--- config.mk ---
export PLATFORM = sky130hd
export DESIGN_NAME = fres_div_step
export DESIGN_NICKNAME = d
export VERILOG_FILES = /design/src/rtl/fres_pkg.sv /design/src/rtl/fres_div_step.sv
export SDC_FILE = /design/constraint.sdc
export NUM_CORES = 1
export LEC_CHECK = 0
export ABC_AREA = 1
export CORE_AREA = 2 2 311 313
export CTS_BUF_LIST = sky130_fd_sc_hd__clkbuf_16
export DETAILED_ROUTE_END_ITERATION = 10
export DIE_AREA = 0 0 313 315
export DONT_BUFFER_PORTS = 1
export PLACE_DENSITY = 0.39
export SYNTH_ARGS = -nofsm -noshare
export SYNTH_HDL_FRONTEND = slang
export SYNTH_SLANG_ARGS = --single-unit
--- constraint.sdc ---
create_clock -name clk -period 0.9 [get_ports clk]
set_clock_uncertainty 0.05 [all_clocks]
set_input_delay 0.18 -clock clk [delete_from_list [all_inputs] [get_ports clk]]
set_output_delay 0.18 -clock clk [all_outputs]
set_load 0.03 [all_outputs]
--- src/rtl/fres_pkg.sv ---
// Shared constants, payload types and coefficient tables for the Fresnel integral pipeline.
// Depends on nothing; every other file in rtl imports it.
package fres_pkg;

    localparam int ARG_WIDTH    = 32;
    localparam int RESULT_WIDTH = 32;

    localparam int DIV_AB_BITS   = 48;
    localparam int DIV_CD_BITS   = 30;
    localparam int CORDIC_STEPS  = 30;
    localparam int HORNER_STEPS  = 6;
    localparam int ROT_WIDTH     = 34;

    localparam logic [29:0] K_SQRT_2_OVER_PI = 30'd856722024;
    localparam logic [30:0] K_SQRT_PI_OVER_2 = 31'd1345735808;
    localparam logic [30:0] K_HALF_PI        = 31'd1686629713;
    localparam logic [29:0] K_SQRT_PI_OVER_8 = 30'd672867904;
    localparam logic [29:0] K_CORDIC_GAIN    = 30'd652032874;

    // Lanes of the polynomial bank.
    localparam logic [1:0] LANE_A = 2'd0;
    localparam logic [1:0] LANE_B = 2'd1;
    localparam logic [1:0] LANE_C = 2'd2;
    localparam logic [1:0] LANE_D = 2'd3;

    // Side information that travels with a word through the polynomial stages.
    typedef struct packed {
        logic        neg;
        logic        zero;
        logic [31:0] t;
        logic [61:0] tt;
    } fres_side_t;

    // State of both long divisions for one word.
    typedef struct packed {
        logic                   neg;
        logic                   zero;
        logic [61:0]            tt;
        logic [63:0]            r_ab;
        logic [63:0]            b;
        logic [DIV_AB_BITS-1:0] q_ab;
        logic [63:0]            r_cd;
        logic [63:0]            d;
        logic [DIV_CD_BITS-1:0] q_cd;
    } fres_div_t;

    // State of the rotation for one word.
    typedef struct packed {
        logic                        neg;
        logic                        zero;
        logic [1:0]                  quad;
        logic [31:0]                 amp;
        logic signed [ROT_WIDTH-1:0] x;
        logic signed [ROT_WIDTH-1:0] y;
        logic signed [ROT_WIDTH-1:0] z;
    } fres_rot_t;

    // Polynomial coefficients in units of 1e-8; shorter polynomials are padded with zeros.
    function automatic logic [31:0] fres_coef(input logic [1:0] lane, input logic [2:0] k);
        logic [31:0] c;
        c = 32'd0;
        case (lane)
            LANE_A:
                case (k)
                    3'd0: c = 32'd100000000;
                    3'd1: c = 32'd19451610;
                    3'd2: c = 32'd23636410;
                    3'd3: c = 32'd6832400;
                    3'd4: c = 32'd2412120;
                    default: c = 32'd0;
                endcase
            LANE_B:
                case (k)
                    3'd0: c = 32'd200000000;
                    3'd1: c = 32'd293550410;
                    3'd2: c = 32'd275704600;
                    3'd3: c = 32'd187572100;
                    3'd4: c = 32'd97811300;
                    3'd5: c = 32'd35668100;
                    3'd6: c = 32'd11824700;
                    default: c = 32'd0;
                endcase
            LANE_C:
                case (k)
                    3'd0: c = 32'd100000000;
                    3'd1: c = 32'd77695070;
                    3'd2: c = 32'd64601170;
                    3'd3: c = 32'd34605090;
                    3'd4: c = 32'd13392590;
                    3'd5: c = 32'd4339950;
                    default: c = 32'd0;
                endcase
            default:
                case (k)
                    3'd0: c = 32'd141421356;
                    3'd1: c = 32'd251298060;
                    3'd2: c = 32'd271967410;
                    3'd3: c = 32'd198405240;
                    3'd4: c = 32'd109173250;
                    3'd5: c = 32'd42052170;
                    3'd6: c = 32'd13634704;
                    default: c = 32'd0;
                endcase
        endcase
        return c;
    endfunction

    // Arctangent of 2^-i in radians, Q.30.
    function automatic logic [31:0] fres_atan(input logic [4:0] i);
        logic [31:0] a;
        case (i)
            5'd0:  a = 32'h3243F6A8;
            5'd1:  a = 32'h1DAC6705;
            5'd2:  a = 32'h0FADBAFC;
            5'd3:  a = 32'h07F56EA6;
            5'd4:  a = 32'h03FEAB76;
            5'd5:  a = 32'h01FFD55B;
            5'd6:  a = 32'h00FFFAAA;
            5'd7:  a = 32'h007FFF55;
            5'd8:  a = 32'h003FFFEA;
            5'd9:  a = 32'h001FFFFD;
            5'd10: a = 32'h000FFFFF;
            5'd11: a = 32'h0007FFFF;
            5'd12: a = 32'h0003FFFF;
            5'd13: a = 32'h0001FFFF;
            5'd14: a = 32'h0000FFFF;
            5'd15: a = 32'h00007FFF;
            5'd16: a = 32'h00003FFF;
            5'd17: a = 32'h00001FFF;
            5'd18: a = 32'h00000FFF;
            5'd19: a = 32'h000007FF;
            5'd20: a = 32'h000003FF;
            5'd21: a = 32'h000001FF;
            5'd22: a = 32'h000000FF;
            5'd23: a = 32'h0000007F;
            5'd24: a = 32'h0000003F;
            5'd25: a = 32'h0000001F;
            5'd26: a = 32'h0000000F;
            5'd27: a = 32'h00000008;
            5'd28: a = 32'h00000004;
            5'd29: a = 32'h00000002;
            default: a = 32'h00000000;
        endcase
        return a;
    endfunction

endpackage

--- src/rtl/fres_div_step.sv ---
// One restoring division step for a/b and, while enabled, for c/d.
// Depends on fres_pkg.
module fres_div_step import fres_pkg::*; (
    input  logic      clk,
    input  logic      rst_n,
    input  logic      en,
    input  logic      cd_on,
    input  logic      in_valid,
    input  fres_div_t in_div,
    output logic      out_valid,
    output fres_div_t out_div
);

    logic      valid_reg;
    fres_div_t div_reg;
    fres_div_t div_next;
    logic [64:0] r2_ab;
    logic [64:0] r2_cd;
    logic [64:0] diff_ab;
    logic [64:0] diff_cd;
    logic        ge_ab;
    logic        ge_cd;

    // Double the remainder and subtract the divisor where it fits.
    always_comb
    begin
        r2_ab   = {in_div.r_ab, 1'b0};
        r2_cd   = {in_div.r_cd, 1'b0};
        diff_ab = r2_ab - {1'b0, in_div.b};
        diff_cd = r2_cd - {1'b0, in_div.d};
        ge_ab   = !diff_ab[64];
        ge_cd   = !diff_cd[64];
        div_next = in_div;
        div_next.r_ab = ge_ab ? diff_ab[63:0] : r2_ab[63:0];
        div_next.q_ab = {in_div.q_ab[DIV_AB_BITS-2:0], ge_ab};
        if (cd_on)
        begin
            div_next.r_cd = ge_cd ? diff_cd[63:0] : r2_cd[63:0];
            div_next.q_cd = {in_div.q_cd[DIV_CD_BITS-2:0], ge_cd};
        end
    end

    always_ff @(posedge clk or negedge rst_n)
    begin
        if (!rst_n)
        begin
            valid_reg <= 1'b0;
        end
        else if (en)
        begin
            valid_reg <= in_valid;
        end
    end

    always_ff @(posedge clk)
    begin
        if (en)
        begin
            div_reg <= div_next;
        end
    end

    assign out_valid = valid_reg;
    assign out_div   = div_reg;

endmodule

==> impl_metrics.csv <==
group,metric,value,unit
setup_path,cp-end-kind,"register",
setup_path,crit_slowest_cell,"nor4_4",
yosys,synth.avg_cell_area,7.462,um^2
detailed_routing,num_vias,26750,
yosys,synthFlopType,"edfxtp_1",
yosys,netlist.top_cell.by_area,"edfxtp_1",
timing,rsz0062_at_grt,"true",
yosys,synth_cells,3527,
yosys,synth_most_common_cell,"nand2_1",
timing,max_slew_margin,-29.26,%
pwr,switching_share,35.84,%
clock_network,htreeDepth,2,
pwr,power.net_switching,24.45,mW
min_path,hp-class,"in2reg",
timing,setup_viol_count_final,727,
layout,area_delta_synth_final,68.94,%
clock_network,cts_root_buffer,"clkbuf_16",
yosys,syn_area,26320,um^2
die,fp-row-count,114,
detailed_routing,drtIter0Drc,1559,
placed_design,place_ws,-1.854,ns
global_routing,grt_max_degree,400,
die,die_y,315,um
timing,fin_hold_ws,-0.4077,ns
pwr,pwr-share-clk,26.5,%
placed_design,port_buffers,0,
pwr,power_frac_comb,34.2,%
yosys,synth.yosys.seq_area_share,45.51,%
timing,final.setup.worst_slack,-1.011,ns
global_routing,grt_pass1_wl,177500,um
flow_run,cap_violations,0,
die,start_util,27.50,%
setup_path,path_cells,"inv_1, ha_4, nand2_2, nor2_2, nand2_2, nor4_4, nand2_4, nand2_4, buf_6, nand2_4, nand2_8, buf_12, buf_16, nand2_4, nand3_2, nand2_1",
setup_path,path_max_fanout,5,
yosys,ys_warn_count,0,
run_status,violations,"negative hold slack, max-slew violations, negative setup slack",
timing,fin_crit_sh,212.4,%
timing,layout_min_cycle_time,1.911,ns
setup_path,path_buf_inv,4,
die,die-area,98600,um^2
clock_network,clk_latency,0.62,ns
die,ios,802,
yosys,ys_ff_latch,399,
layout,nets,5185,
pwr,ir_drop,1.346,mV
yosys,synth-edff-count,398,
detailed_routing,via_per_inst,4.484,
placed_design,dp_hpwl,95090,um
yosys,synth_nets,4058,
clock_network,cts_max_path_buffers,3,
global_routing,overflow,0,
setup_path,critPathRequiredTime,1.23,ns
setup_path,critical_path_class,"in2reg",
detailed_routing,first_pass_iters,7,
setup_path,cp.arrival,2.24,ns
yosys,yosysUniqueCellTypes,40,
detailed_routing,post-route-drc-count,0,
global_routing,grt_pass1_vias,26770,
clock_network,path_clk_slew,0.07,ns
placed_design,routabilityCongestion,0.9143,
layout,drive_gt1_share,34.58,%
global_routing,antenna_found_initial,10,
yosys,synth_top_cell_area_share,45.41,%
timing,slew_viol_final,168,
setup_path,rrSetupSlack,0.07,ns
yosys,ys_top_cells_by_count,"1331 x nand2_1, 689 x inv_1, 398 x edfxtp_1",
yosys,async_reset_ff_share,0.2506,%
pwr,powerDensity,1535,nW/um^2
timing,timing.fmax,0.5232,GHz
die,core_area,95710,um^2
setup_path,critPathMaxStageDelay,0.33,ns
setup_path,timing.critical_path.mode_cell,"nand2_4",
timing,worst_pin_slew,1.939,ns
detailed_routing,wire_per_inst,21.19,um
clock_network,clkSinkCount,399,
detailed_routing,final_antenna_net_count,0,
pwr,leakagePower,20.47,nW
pwr,pwr-share-seq,39.4,%
setup_path,start_kind,"input pin",
pwr,internal_power,43.77,mW
clock_network,cts_tree,"yes",
setup_path,path_delay_family,"simple AND/OR/NAND/NOR gates",
global_routing,track_usage,24.42,%
clock_network,numCtsBuffers,46,
detailed_routing,wl,126400,um
timing,hold_viol_final,212,
yosys,synth.area.top_cells,"edfxtp_1 45%, nand2_1 19%, inv_1 9.8%, ha_1 6.0%, nor2_1 3.9%",
timing,fin_setup_tns,-369.75,ns
die,dieWidth,313,um
run_status,status,"finished, violations left",
cell usage in the layout (no fill, tap or decap), types with 28 or more instances in the layout:
master and n:
nand2_1 976, inv_1 626, buf_4 608, edfxtp_1 398
dlygate4sd3_1 395, nand2_2 239, nor2_1 196, nand3_1 137
nand2_4 126, ha_4 116, a21oi_1 90, o21ai_0 76
buf_12 72, nor2_2 56, inv_2 54, clkbuf_16 54
nand3_2 46, a21oi_2 45, xor2_1 35, nor2_4 28
layer usage:
layer | up-vias | part of all wire (%) | global-route usage (%)
li1 | 13360 | - | -
met1 | 12450 | 44 | 31.78
met2 | 810 | 47 | 41.06
met3 | 118 | 6.7 | 5.670
met4 | 4 | 2.1 | 5.557
met5 | - | 0.021 | 0
through the flow:
stage / instance area, um^2 / total power [mW] / instances / util, %
3_3_place_gp: 34740 / 44.27 / 5393 / 36.30
3_5_place_dp: 34740 / 44.18 / 5393 / 36.30
4_1_cts: 42080 / 66.47 / 5916 / 43.96
2_1_floorplan: 27940 / 35.71 / 3527 / -
5_1_grt: 44460 / 71.43 / 5964 / 46.45
6_report: 44460 / 68.22 / 5965 / 46.45
layout make-up:
cell class	count	area (um^2)
multi-input combinational	2390	15950
antenna	4	10.01
tap	1276	1597
sequential	399	11980
timing repair buffer	1117	10770
clock inverter	32	229.0
clock buffer	47	1176
fill	9498	51250
inverter	700	2750
sequential cells by signal, summed over array words and instances (netlist names):
register and cells:
out_div 398, out_valid 1
cells by family after synthesis:
logic type | Yosys count | share of synthesized area (%)
AND/OR/NAND/NOR | 1890 | 28.92
buffers and inverters | 744 | 11.22
flip-flops | 399 | 45.51
AO/OA/AOI/OAI | 301 | 6.033
adder cells (fa/ha/maj) | 128 | 6.142
XOR/XNOR | 64 | 2.130
multiplexers | 1 | 0.04278
power groups by stage:
| stage | logic (mW) | clock network, mW | registers [mW] |
|---|---|---|---|
| floorplan | 8.42 | 0 | 27.3 |
| CTS | 20.9 | 18.7 | 26.9 |
| finish | 23.3 | 18.1 | 26.9 |
| global placement | 17.0 | 0 | 27.3 |
| detailed placement | 17.0 | 0 | 27.2 |
| global route | 25.1 | 19.3 | 27.0 |
timing repair:
action / CTS / global route
hold buffers: 384 / 11
setup endpoints to repair: 529 / 529
gates cloned: 19 / 10
pin swaps: 101 / 166
resized for setup: 362 / 522
hold endpoints to repair: 797 / 466
setup buffers: 41 / 28
worst paths after layout:
kind | end | depth (start not counted) | from
worst min register to register | out_valid | 1 | out_valid
worst min-delay path | out_div[206] | 0 | in_div[206]
max in group asynchronous | out_valid | 2 | rst_n
worst max-delay path | out_div[102] | 16 | in_div[85]
worst max register to register | out_valid | 1 | out_valid
min in group asynchronous | out_valid | 2 | rst_n
(Power assumes the default switching activity.)
