==> config.mk <==
export PLATFORM = sky130hd
export DESIGN_NAME = fres_skid
export DESIGN_NICKNAME = d
export VERILOG_FILES = /design/src/rtl/fres_pkg.sv /design/src/rtl/fres_skid.sv
export SDC_FILE = /design/constraint.sdc
export NUM_CORES = 1
export LEC_CHECK = 0
export BUFFER_PORTS_ARGS = -buffer_cell sky130_fd_sc_hd__buf_2
export CAP_MARGIN = 20
export CELL_PAD_IN_SITES_DETAIL_PLACEMENT = 1
export CELL_PAD_IN_SITES_GLOBAL_PLACEMENT = 2
export CORE_ASPECT_RATIO = 1.75
export CORE_MARGIN = 2
export CORE_UTILIZATION = 25
export CTS_CLUSTER_SIZE = 40
export DETAILED_ROUTE_END_ITERATION = 7
export PLACE_DENSITY = 0.66
export SKIP_LAST_GASP = 1
export SLEW_MARGIN = 20
export SYNTH_ARGS = -nofsm -noshare
export SYNTH_HDL_FRONTEND = slang
export SYNTH_SLANG_ARGS = --single-unit
==> constraint.sdc <==
create_clock -name clk -period 6.24 [get_ports clk]
set_clock_uncertainty 0.05 [all_clocks]
set_input_delay 0.312 -clock clk [delete_from_list [all_inputs] [get_ports clk]]
set_output_delay 0.312 -clock clk [all_outputs]
set_load 0.02 [all_outputs]
==> src/rtl/fres_pkg.sv <==
// Shared constants, payload types and coefficient tables for the Fresnel integral pipeline.
// Depends on nothing; every other file in rtl imports it.
package fres_pkg;

    localparam int ARG_WIDTH    = 32;
    localparam int RESULT_WIDTH = 32;

    localparam int DIV_AB_BITS   = 48;
    localparam int DIV_CD_BITS   = 30;
    localparam int CORDIC_STEPS  = 30;
    localparam int HORNER_STEPS  = 6;
    localparam int ROT_WIDTH     = 34;

    localparam logic [29:0] K_SQRT_2_OVER_PI = 30'd856722024;
    localparam logic [30:0] K_SQRT_PI_OVER_2 = 31'd1345735808;
    localparam logic [30:0] K_HALF_PI        = 31'd1686629713;
    localparam logic [29:0] K_SQRT_PI_OVER_8 = 30'd672867904;
    localparam logic [29:0] K_CORDIC_GAIN    = 30'd652032874;

    // Lanes of the polynomial bank.
    localparam logic [1:0] LANE_A = 2'd0;
    localparam logic [1:0] LANE_B = 2'd1;
    localparam logic [1:0] LANE_C = 2'd2;
    localparam logic [1:0] LANE_D = 2'd3;

    // Side information that travels with a word through the polynomial stages.
    typedef struct packed {
        logic        neg;
        logic        zero;
        logic [31:0] t;
        logic [61:0] tt;
    } fres_side_t;

    // State of both long divisions for one word.
    typedef struct packed {
        logic                   neg;
        logic                   zero;
        logic [61:0]            tt;
        logic [63:0]            r_ab;
        logic [63:0]            b;
        logic [DIV_AB_BITS-1:0] q_ab;
        logic [63:0]            r_cd;
        logic [63:0]            d;
        logic [DIV_CD_BITS-1:0] q_cd;
    } fres_div_t;

    // State of the rotation for one word.
    typedef struct packed {
        logic                        neg;
        logic                        zero;
        logic [1:0]                  quad;
        logic [31:0]                 amp;
        logic signed [ROT_WIDTH-1:0] x;
        logic signed [ROT_WIDTH-1:0] y;
        logic signed [ROT_WIDTH-1:0] z;
    } fres_rot_t;

    // Polynomial coefficients in units of 1e-8; shorter polynomials are padded with zeros.
    function automatic logic [31:0] fres_coef(input logic [1:0] lane, input logic [2:0] k);
        logic [31:0] c;
        c = 32'd0;
        case (lane)
            LANE_A:
                case (k)
                    3'd0: c = 32'd100000000;
                    3'd1: c = 32'd19451610;
                    3'd2: c = 32'd23636410;
                    3'd3: c = 32'd6832400;
                    3'd4: c = 32'd2412120;
                    default: c = 32'd0;
                endcase
            LANE_B:
                case (k)
                    3'd0: c = 32'd200000000;
                    3'd1: c = 32'd293550410;
                    3'd2: c = 32'd275704600;
                    3'd3: c = 32'd187572100;
                    3'd4: c = 32'd97811300;
                    3'd5: c = 32'd35668100;
                    3'd6: c = 32'd11824700;
                    default: c = 32'd0;
                endcase
            LANE_C:
                case (k)
                    3'd0: c = 32'd100000000;
                    3'd1: c = 32'd77695070;
                    3'd2: c = 32'd64601170;
                    3'd3: c = 32'd34605090;
                    3'd4: c = 32'd13392590;
                    3'd5: c = 32'd4339950;
                    default: c = 32'd0;
                endcase
            default:
                case (k)
                    3'd0: c = 32'd141421356;
                    3'd1: c = 32'd251298060;
                    3'd2: c = 32'd271967410;
                    3'd3: c = 32'd198405240;
                    3'd4: c = 32'd109173250;
                    3'd5: c = 32'd42052170;
                    3'd6: c = 32'd13634704;
                    default: c = 32'd0;
                endcase
        endcase
        return c;
    endfunction

    // Arctangent of 2^-i in radians, Q.30.
    function automatic logic [31:0] fres_atan(input logic [4:0] i);
        logic [31:0] a;
        case (i)
            5'd0:  a = 32'h3243F6A8;
            5'd1:  a = 32'h1DAC6705;
            5'd2:  a = 32'h0FADBAFC;
            5'd3:  a = 32'h07F56EA6;
            5'd4:  a = 32'h03FEAB76;
            5'd5:  a = 32'h01FFD55B;
            5'd6:  a = 32'h00FFFAAA;
            5'd7:  a = 32'h007FFF55;
            5'd8:  a = 32'h003FFFEA;
            5'd9:  a = 32'h001FFFFD;
            5'd10: a = 32'h000FFFFF;
            5'd11: a = 32'h0007FFFF;
            5'd12: a = 32'h0003FFFF;
            5'd13: a = 32'h0001FFFF;
            5'd14: a = 32'h0000FFFF;
            5'd15: a = 32'h00007FFF;
            5'd16: a = 32'h00003FFF;
            5'd17: a = 32'h00001FFF;
            5'd18: a = 32'h00000FFF;
            5'd19: a = 32'h000007FF;
            5'd20: a = 32'h000003FF;
            5'd21: a = 32'h000001FF;
            5'd22: a = 32'h000000FF;
            5'd23: a = 32'h0000007F;
            5'd24: a = 32'h0000003F;
            5'd25: a = 32'h0000001F;
            5'd26: a = 32'h0000000F;
            5'd27: a = 32'h00000008;
            5'd28: a = 32'h00000004;
            5'd29: a = 32'h00000002;
            default: a = 32'h00000000;
        endcase
        return a;
    endfunction

endpackage

==> src/rtl/fres_skid.sv <==
// Two-entry output buffer that parts the pipeline from the result handshake.
// Depends on fres_pkg; room is decoded from the registered fill level.
module fres_skid import fres_pkg::*; (
    input  logic                           clk,
    input  logic                           rst_n,
    input  logic                           in_valid,
    input  logic signed [RESULT_WIDTH-1:0] in_cos,
    input  logic signed [RESULT_WIDTH-1:0] in_sin,
    output logic                           room,
    output logic                           out_valid,
    input  logic                           out_ready,
    output logic signed [RESULT_WIDTH-1:0] out_cos,
    output logic signed [RESULT_WIDTH-1:0] out_sin
);

    logic [1:0] count_reg;
    logic [1:0] count_next;
    logic signed [RESULT_WIDTH-1:0] cos0_reg, sin0_reg, cos1_reg, sin1_reg;
    logic push;
    logic pop;
    logic load_head;

    assign push      = in_valid;
    assign pop       = (count_reg != 2'd0) && out_ready;
    assign room      = (count_reg != 2'd2);
    assign out_valid = (count_reg != 2'd0);
    assign out_cos   = cos0_reg;
    assign out_sin   = sin0_reg;

    // A new word goes straight to the head when the head is empty or is leaving.
    assign load_head = push && ((count_reg == 2'd0) || ((count_reg == 2'd1) && pop));

    always_comb
    begin
        count_next = count_reg;
        if (push && !pop)
        begin
            count_next = count_reg + 2'd1;
        end
        else if (pop && !push)
        begin
            count_next = count_reg - 2'd1;
        end
    end

    always_ff @(posedge clk or negedge rst_n)
    begin
        if (!rst_n)
        begin
            count_reg <= 2'd0;
        end
        else
        begin
            count_reg <= count_next;
        end
    end

    // Head and second slot; a word is pushed only while there is room.
    always_ff @(posedge clk)
    begin
        if (load_head)
        begin
            cos0_reg <= in_cos;
            sin0_reg <= in_sin;
        end
        else if (pop)
        begin
            cos0_reg <= cos1_reg;
            sin0_reg <= sin1_reg;
        end
        if (push && !load_head)
        begin
            cos1_reg <= in_cos;
            sin1_reg <= in_sin;
        end
    end

endmodule

==> results.md, run 1 <==
* Status: completed
* Clk root buf: clkbuf_16
* Die Ht at 204 microns
* Commonest cells after routing, fill and taps aside: 133 x buf_2, 128 x edfxtp_1, 68 x inv_1
* Crit Path Category: reg2reg
* Crit share post-route at 37.5%
* CP endpoint kind: flop
* Post-synth design cell area at 0.00574 sq mm
* Crit path DAT at 2400 ps
* Syn Nets at 441
* WL/cell at 17.4 microns
* Top area cells in the synthesized netlist: edfxtp_1 67%, o32ai_2 17%, inv_1 4.4%
* Worst-path fanout max at 64
* All-layer global routing usage at 12.3%
* Post-cts sizing count at 0
* Commonest non-fill, non-tap cell in the layout: buf_2
* Post-CTS Setup Inserts at 0
* Core Box Area at 0.0227 sq mm
* Min-delay worst type: in2reg
* Final instance area at 0.00725 sq mm
* Worst Tran Pin Value at 1100 ps
* Setup TNS at 0 ps
* Vias per cell at 4.26
* Min cycle time layout at 2340 ps
* P_leak at 0.00289 uW
* # nets final at 577
* Max Clock Freq at 0.428 GHz
* RSZ-0062 raised after global routing: false
* CTS max path bufs at 2
* Yosys warns at 0
* Cell Area, Placed at 0.00665 sq mm
* Mapped Cells at 369
* Avg Inst Size Synth at 15.6 sq um
* Die area at 0.0242 sq mm
* Ant. Diodes at 0
* H-tree levels at 4
* Placed insts at 778
* Final slew viol count at 0
* Startpoint Class: flop
* Post-DP HPWL at 8670 microns
* Ports at 134
* IR Drop Worst-Case VDD at 0.599 mV
* # setup viols final at 0
* Worst-path clk slew at 60 ps
* Via count at 3482
* Antenna violations before repair at 1
* Pwr dens at 505 mW/mm^2
* Total length of routed wires at 14200 microns
* Share of post-route cells with drive strength above 1 at 43.1%
* Sink Count at 130
* Global-route wire length before repair at 22100 microns
* Critical path data required time at 6300 ps
* Std cell rows at 73
* Worst skew pair latency at 420 ps
* Cell variety after synth at 18
* Slew headroom at 26.4%
* DRT Pass-1 Iters at 4
* Finished Layout Cells at 818
* Sequential area share after synthesis at 67.9%
* # port buffers at 133
* Routability congestion estimate at 0.705
* Final hold violations at 0
* Starting Density at 25.3%
* Initial DRC Count at 127
* Seq cells post-synth at 130
* Vias in the first global route at 3874
* Clock buffer count from CTS at 17
* Layout area overhead at 26.3%
* Overflow after GRT at 0
* Largest net degree at the start of global routing at 70
* CTS tree: built
* Maxcap violations at 0
* DRC at 0
* Die width at 119 microns
* Antenna Nets Post-Route at 0
* Hold Buf Count CTS at 8
* Top-area cell type share of the netlist area at 67.0%
* Hold WS at 32.0 ps
* Cell taking the most area after synthesis: edfxtp_1
## metrics by stage
step / total power, uW / utilization (%) / setup WS, ps
detailed placement: 2820 / 29.4 / 3570
CTS: 3740 / 32.0 / 3880
finish: 3660 / 32.0 / 3900
global route: 3860 / 32.0 / 3760
global placement: 2760 / 29.1 / 3430
floorplan: 2410 / - / 3280
## cells in the mapped netlist
| library cell | number |
|---|---|
| a21oi_1 | 1 |
| and2_1 | 2 |
| and3_1 | 1 |
| buf_2 | 11 |
| buf_4 | 2 |
| buf_6 | 13 |
| clkbuf_1 | 2 |
| dfrtp_1 | 2 |
| edfxtp_1 | 128 |
| ha_1 | 4 |
| inv_1 | 68 |
| nand2_1 | 67 |
| nand2b_1 | 1 |
| o21ai_1 | 1 |
| o32ai_1 | 4 |
| o32ai_2 | 60 |
| xnor2_1 | 1 |
| xor2_1 | 1 |
## kinds of logic (layout without fill, tap and decap cells)
logic type               after synthesis  after routing  share of synthesized area (%)
flip-flops                           130            130                           67.9
AND/OR/NAND/NOR                       71             71                           4.82
XOR/XNOR                               2              2                          0.305
AO/OA/AOI/OAI                         66             66                           17.8
buffers and inverters                 96            245                           8.35
adder cells (fa/ha/maj)                4              4                          0.872
## per-layer routing
metal	part of all wire [%]	vias to the layer above	routed length (microns)	GRT usage (%)
li1	-	1627	-	-
met1	38	1751	5430	13.0
met2	56	88	7920	22.2
met3	4.3	16	613	4.16
met4	1.9	0	273	5.31
met5	0	-	0	0
## worst max-delay path, stage by stage, from the launching register on
cell and delay, ps:
dfrtp_1 390, inv_1 80, ha_1 280, a21oi_4 140, buf_4 860, o32ai_1 200
## path summary, 6_finish.rpt
check | start | end | slack [ps] | depth (start not counted)
worst max-delay path | count_reg[0]$_DFFE_PN0P_ | out_cos[21]$_DFFE_PP_ | 3900 | 5
worst min register to register | count_reg[0]$_DFFE_PN0P_ | count_reg[0]$_DFFE_PN0P_ | 460 | 1
min in group asynchronous | rst_n | count_reg[0]$_DFFE_PN0P_ | 150 | 2
worst max register to register | count_reg[0]$_DFFE_PN0P_ | out_cos[21]$_DFFE_PP_ | 3900 | 5
max in group asynchronous | rst_n | count_reg[0]$_DFFE_PN0P_ | 5900 | 2
worst min-delay path | in_sin[31] | sin1_reg[31]$_DFFE_PP_ | 30 | 1
## layout make-up
class / count / area (sq um)
sequential: 130 / 3890
clock inverter: 10 / 67.6
multi-input combinational: 143 / 1390
inverter: 68 / 255
tap: 300 / 375
fill: 2500 / 15400
clock buffer: 22 / 444
timing repair buffer: 145 / 816
## report_power, final
part	internal [uW]	total (uW)	switching, uW	leakage [uW]
sequential	1390	1480	90.7	0.00126
combinational	441	1290	850	0.00138
clock	536	888	352	0.000251
Power figures use the tool's default switching activity.
==> run 2: changes to the inputs <==
- PLACE_DENSITY: 0.66 -> 0.68
- clock period: 6.24 -> 2 ns (I/O delays scaled with it)
==> results.md, run 2 (same netlist as run 1, synthesis figures left out) <==
* Pwr dens at 1480 mW/mm^2 (was 505 mW/mm^2)
* Clock buffer count from CTS at 17 (unchanged)
* Clk root buf: clkbuf_16 (unchanged)
* Std cell rows at 73 (unchanged)
* Min-delay worst type: in2reg (unchanged)
* All-layer global routing usage at 12.8% (was 12.3%)
* Share of post-route cells with drive strength above 1 at 41.0% (was 43.1%)
* Vias per cell at 4.29 (was 4.26)
* Ports at 134 (unchanged)
* Combinational fraction of design power at 37.4% (was 35.3%)
* Routability congestion estimate at 0.701 (was 0.705)
* # port buffers at 133 (unchanged)
* Crit path DAT at 1870 ps (was 2400 ps)
* Worst path max stage delay at 400 ps (was 860 ps)
* Total length of routed wires at 14900 microns (was 14200 microns)
* Worst Tran Pin Value at 386 ps (was 1100 ps)
* P_leak at 0.00321 uW (was 0.00289 uW)
* Core Box Area at 0.0227 sq mm (unchanged)
* IR Drop Worst-Case VDD at 0.729 mV (was 0.599 mV)
* Die Ht at 204 microns (unchanged)
* WL/cell at 16.8 microns (was 17.4 microns)
* Startpoint Class: flop (unchanged)
* Slew headroom at 74.2% (was 26.4%)
* CP top delay family: flip-flops (was buffers and inverters)
* Status: completed (unchanged)
* DRT Pass-1 Iters at 4 (unchanged)
* Final hold violations at 0 (unchanged)
* Global-route wire length before repair at 23300 microns (was 22100 microns)
* Maxcap violations at 0 (unchanged)
* Slowest-stage cell, CP: dfrtp_1 (was buf_4)
* Clock share of power at 24.1% (was 24.3%)
* # setup viols final at 0 (unchanged)
* H-tree levels at 4 (unchanged)
* Layout area overhead at 39.6% (was 26.3%)
* Net Switching at 4200 uW (was 1290 uW)
* Crit share post-route at 90.7% (was 37.5%)
* CTS tree: built (unchanged)
* Crit Path Category: reg2reg (unchanged)
* Setup TNS at 0 ps (unchanged)
* Overflow after GRT at 0 (unchanged)
* Die width at 119 microns (unchanged)
* Switching portion of total power at 35.4% (about the same)
* Worst-path fanout max at 29 (was 64)
* DRC at 0 (unchanged)
* Worst skew pair latency at 420 ps (about the same)
* # nets final at 644 (was 577)
* RSZ-0062 raised after global routing: false (unchanged)
* Final slew viol count at 0 (unchanged)
* Final worst slack at 185 ps (was 3900 ps)
* Antenna violations before repair at 0 (was 1)
* Crit-path cells: inv_1, ha_1, a21oi_4, and2_4, buf_12 (was inv_1, ha_1, a21oi_4, buf_4, o32ai_1)
* Post-CTS Setup Inserts at 0 (unchanged)
* Largest net degree at the start of global routing at 46 (was 70)
* Ant. Diodes at 0 (unchanged)
* Post-DP HPWL at 9410 microns (was 8670 microns)
* Max Clock Freq at 0.551 GHz (was 0.428 GHz)
* CP endpoint kind: flop (unchanged)
* Dpl ws at 211 ps (was 3570 ps)
* Worst-path clk slew at 60 ps (about the same)
* Via count at 3795 (was 3482)
* Commonest non-fill, non-tap cell in the layout: buf_2 (unchanged)
* Vias in the first global route at 4205 (was 3874)
* CTS max path bufs at 2 (unchanged)
* Initial DRC Count at 118 (was 127)
* Min cycle time layout at 1810 ps (was 2340 ps)
* Worst Path Buf+Inv at 2 (unchanged)
* Pint at 7670 uW (was 2360 uW)
* Die area at 0.0242 sq mm (unchanged)
* Starting Density at 25.3% (unchanged)
* Sink Count at 130 (unchanged)
* Share of power burned in registers at 38.4% (was 40.4%)
* Fillers at 2485 (was 2500)
* Critical path data required time at 2050 ps (was 6300 ps)
* Antenna Nets Post-Route at 0 (unchanged)
* Commonest cells after routing, fill and taps aside: 133 x buf_2, 128 x edfxtp_1, 68 x inv_1 (unchanged)
## run 2: cell types whose count changed in the layout (fill, tap and decap cells not counted), sizes merged
cell         change
clkinv           -1
clkinvlp         +4
buf              +9
clkbuf           -5
dlygate4sd3     +58
inv              +2
## run 2: final cells by class
cell class	count	area, sq um	area share (%)
Clock inverter	15	118	1.47
Timing Repair Buffer	212	1550	19.3
Multi-Input combinational cell	143	1390	17.4
Sequential cell	130	3890	48.6
Inverter	68	255	3.19
Tap cell	300	375	4.69
Clock buffer	17	425	5.31
## run 2: metal layers
metal	GRT usage [%]	part of all wire, %	vias to the layer above
li1	-	-	1763
met1	13.7	39	1941
met2	23.7	57	78
met3	2.32	2.4	13
met4	6.21	1.7	0
met5	0	0	-
## run 2: path summary, 6_finish.rpt
check / depth (start not counted) / slack, ps / start / end
hold / removal: 3 / 110 / in_valid / out_cos[31]$_DFFE_PP_
min in group asynchronous: 3 / 520 / rst_n / count_reg[1]$_DFFE_PN0P_
setup reg to reg: 5 / 190 / count_reg[0]$_DFFE_PN0P_ / sin1_reg[16]$_DFFE_PP_
setup / recovery: 5 / 190 / count_reg[0]$_DFFE_PN0P_ / sin1_reg[16]$_DFFE_PP_
max in group asynchronous: 3 / 1250 / rst_n / count_reg[1]$_DFFE_PN0P_
hold reg to reg: 1 / 470 / count_reg[0]$_DFFE_PN0P_ / count_reg[0]$_DFFE_PN0P_
## run 2: per-stage QoR
| stage | hold slack (ps) | cell area (sq um) | power [uW] | std cells | util, % |
|---|---|---|---|---|---|
| global route | 110 | 8010 | 12500 | 885 | 35.4 |
| global placement | -162 | 6810 | 8940 | 787 | 30.0 |
| floorplan | -246 | 5750 | 7500 | 369 | - |
| detailed placement | -159 | 6810 | 9070 | 787 | 30.0 |
| finish | 106 | 8010 | 11900 | 885 | 35.4 |
| CTS | 76.0 | 8010 | 12100 | 885 | 35.4 |
## run 2: worst min-delay path, cell delays in order
cell     delay [ps]
buf_2           140
nand2_1          70
o32ai_1          80
## run 2: power by group through the flow
| stage | sequential (uW) | clock (uW) | combinational (uW) |
|---|---|---|---|
| CTS | 4590 | 2970 | 4560 |
| floorplan | 5350 | 0 | 2150 |
| global route | 4650 | 3080 | 4750 |
| finish | 4570 | 2870 | 4440 |
| detailed placement | 4630 | 0 | 4440 |
| global placement | 4610 | 0 | 4330 |
## run 2: what timing repair did
action / 4_1_cts / 5_1_grt
hold buffers: 66 / 0
hold endpoints to repair: 82 / 0
gates resized for setup: 0 / 0
==> run 3: changes to the inputs <==
- CORE_UTILIZATION: 25 -> 34
- PLACE_DENSITY: 0.68 -> 0.86
==> results.md, run 3 (same netlist as run 1, synthesis figures left out) <==
* Reg2Reg Depth at 5 (unchanged)
* Worst r2r dst: sin1_reg[19]$_DFFE_PP_ (was sin1_reg[16]$_DFFE_PP_)
* Starting Density at 34.9% (was 25.3%)
* Placed insts at 712 (was 787)
* Initial DRC Count at 159 (was 118)
* Antenna Nets Post-Route at 0 (unchanged)
* Largest net degree at the start of global routing at 37 (was 46)
* Vias per cell at 4.69 (was 4.29)
* Final hold violations at 0 (unchanged)
* Routability congestion estimate at 0.781 (was 0.701)
* Worst-path fanout max at 25 (was 29)
* Total length of routed wires at 14500 microns (was 14900 microns)
* Max Clock Freq at 0.568 GHz (was 0.551 GHz)
* IR Drop Worst-Case VDD at 0.999 mV (was 0.729 mV)
* Commonest non-fill, non-tap cell in the layout: buf_2 (unchanged)
* Critical path data required time at 2050 ps (about the same)
* Maxcap violations at 0 (unchanged)
* Post-CTS Setup Inserts at 0 (unchanged)
* Commonest cells after routing, fill and taps aside: 133 x buf_2, 128 x edfxtp_1, 68 x inv_1 (unchanged)
* Post-cts sizing count at 0 (unchanged)
* Core Box Area at 0.0164 sq mm (was 0.0227 sq mm)
* CTS tree: built (unchanged)
* Slew headroom at 77.7% (was 74.2%)
* Crit share post-route at 88.1% (was 90.7%)
* Std cell rows at 62 (was 73)
* # nets final at 645 (was 644)
* Crit Path Category: reg2reg (unchanged)
* WL/cell at 17.9 microns (was 16.8 microns)
* Status: completed (unchanged)
* Clock buffer count from CTS at 17 (unchanged)
* H-tree levels at 4 (unchanged)
* # setup viols final at 0 (unchanged)
* Overflow after GRT at 0 (unchanged)
* WHS Endpoint: count_reg[1]$_DFFE_PN0P_ (was out_cos[31]$_DFFE_PP_)
* Hold path start: out_ready (was in_valid)
* Via count at 3787 (was 3795)
* # port buffers at 133 (unchanged)
* All-layer global routing usage at 16.9% (was 12.8%)
* DRC at 0 (unchanged)
* Die Ht at 176 microns (was 204 microns)
* Finished Layout Cells at 808 (was 885)
* Pwr dens at 1500 mW/mm^2 (was 1480 mW/mm^2)
* Hold Buf Count CTS at 66 (unchanged)
* Share of post-route cells with drive strength above 1 at 41.1% (was 41.0%)
* Clk root buf: clkbuf_16 (unchanged)
* Global-route wire length before repair at 22600 microns (was 23300 microns)
* Worst Tran Pin Value at 335 ps (was 386 ps)
* Sink Count at 130 (unchanged)
* Ant. Diodes at 0 (unchanged)
* Min cycle time layout at 1760 ps (was 1810 ps)
* Post-DP HPWL at 9070 microns (was 9410 microns)
* Die width at 102 microns (was 119 microns)
* Worst-path clk slew at 60 ps (about the same)
* Layout area overhead at 38.4% (was 39.6%)
* Worst skew pair latency at 400 ps (was 420 ps)
* Hold WS at 283 ps (was 106 ps)
* Setup TNS at 0 ps (unchanged)
* Startpoint Class: flop (unchanged)
* Crit path DAT at 1810 ps (was 1870 ps)
* Antenna violations before repair at 0 (unchanged)
* Worst reg2reg setup slack at 240 ps (was 190 ps)
* Worst Hold Depth at 4 (was 3)
* CTS max path bufs at 2 (unchanged)
* RSZ-0062 raised after global routing: false (unchanged)
* CP endpoint kind: flop (unchanged)
* Final slew viol count at 0 (unchanged)
* Fillers at 1712 (was 2485)
* Die area at 0.0180 sq mm (was 0.0242 sq mm)
* Reg2Reg Launch Point: count_reg[0]$_DFFE_PN0P_ (unchanged)
* DRT Pass-1 Iters at 4 (unchanged)
* Min-delay worst type: in2reg (unchanged)
* Ports at 134 (unchanged)
* P_leak at 0.00323 uW (was 0.00321 uW)
* Vias in the first global route at 4217 (was 4205)
## run 3: cell count changes in the layout (fill, tap and decap cells not counted)
cell        before  now
buf_12          10   11
bufinv_16        1    2
clkbuf_1         0    2
clkinv_1         3    0
clkinv_2         4    5
clkinvlp_4       4    3
inv_6            2    0
## run 3: metrics by stage
step           total power, uW  worst slack (ps)  instance area [sq um]  util [%]
6_report                 11900               238                   7940      48.3
5_1_grt                  12500               141                   7940      48.3
4_1_cts                  12100               221                   7940      48.3
3_5_place_dp              9020               226                   6730      40.9
3_3_place_gp              8870               279                   6730      40.9
2_1_floorplan             7500              64.5                   5750         -
## run 3: how the worst max path moves through the flow
| stage | to | startpoint | slack, ps |
|---|---|---|---|
| after CTS | sin1_reg[19]$_DFFE_PP_ | count_reg[0]$_DFFE_PN0P_ | 220 |
| after global routing | cos1_reg[8]$_DFFE_PP_ | count_reg[0]$_DFFE_PN0P_ | 140 |
| after floorplan | cos1_reg[0]$_DFFE_PP_ | count_reg[0]$_DFFE_PN0P_ | 60 |
| after detailed placement | cos1_reg[2]$_DFFE_PP_ | count_reg[0]$_DFFE_PN0P_ | 230 |
| after global placement | cos1_reg[2]$_DFFE_PP_ | count_reg[0]$_DFFE_PN0P_ | 280 |
| final | sin1_reg[19]$_DFFE_PP_ | count_reg[0]$_DFFE_PN0P_ | 240 |
## run 3: area by class of cell
class / instances / area [sq um] / area share (%)
multi-input cells: 143 / 1390 / 17.6
inverters: 68 / 255 / 3.21
flip-flops and latches: 130 / 3890 / 49.0
clock buffers: 19 / 433 / 5.45
clock inverters: 11 / 116 / 1.47
repair buffers: 213 / 1570 / 19.8
well taps: 224 / 280 / 3.53
## run 3: worst max-delay path, cell delays in order (launching register included)
cell     delay (ps)
dfrtp_1         390
inv_1            80
ha_1            280
a21oi_4         220
and2_4          230
buf_12          190
## run 3: layer usage
metal / global-route usage (%) / vias up / wire, microns
met5: 0 / - / 0
met2: 30.4 / 105 / 8090
li1: - / 1759 / -
met3: 3.26 / 25 / 459
met1: 18.9 / 1898 / 5500
met4: 7.67 / 0 / 426
## run 3: power by group
part           internal [uW]  switching [uW]
clock                   1810            1110
combinational           1710            2740
sequential              4290             267
total                   7810            4110
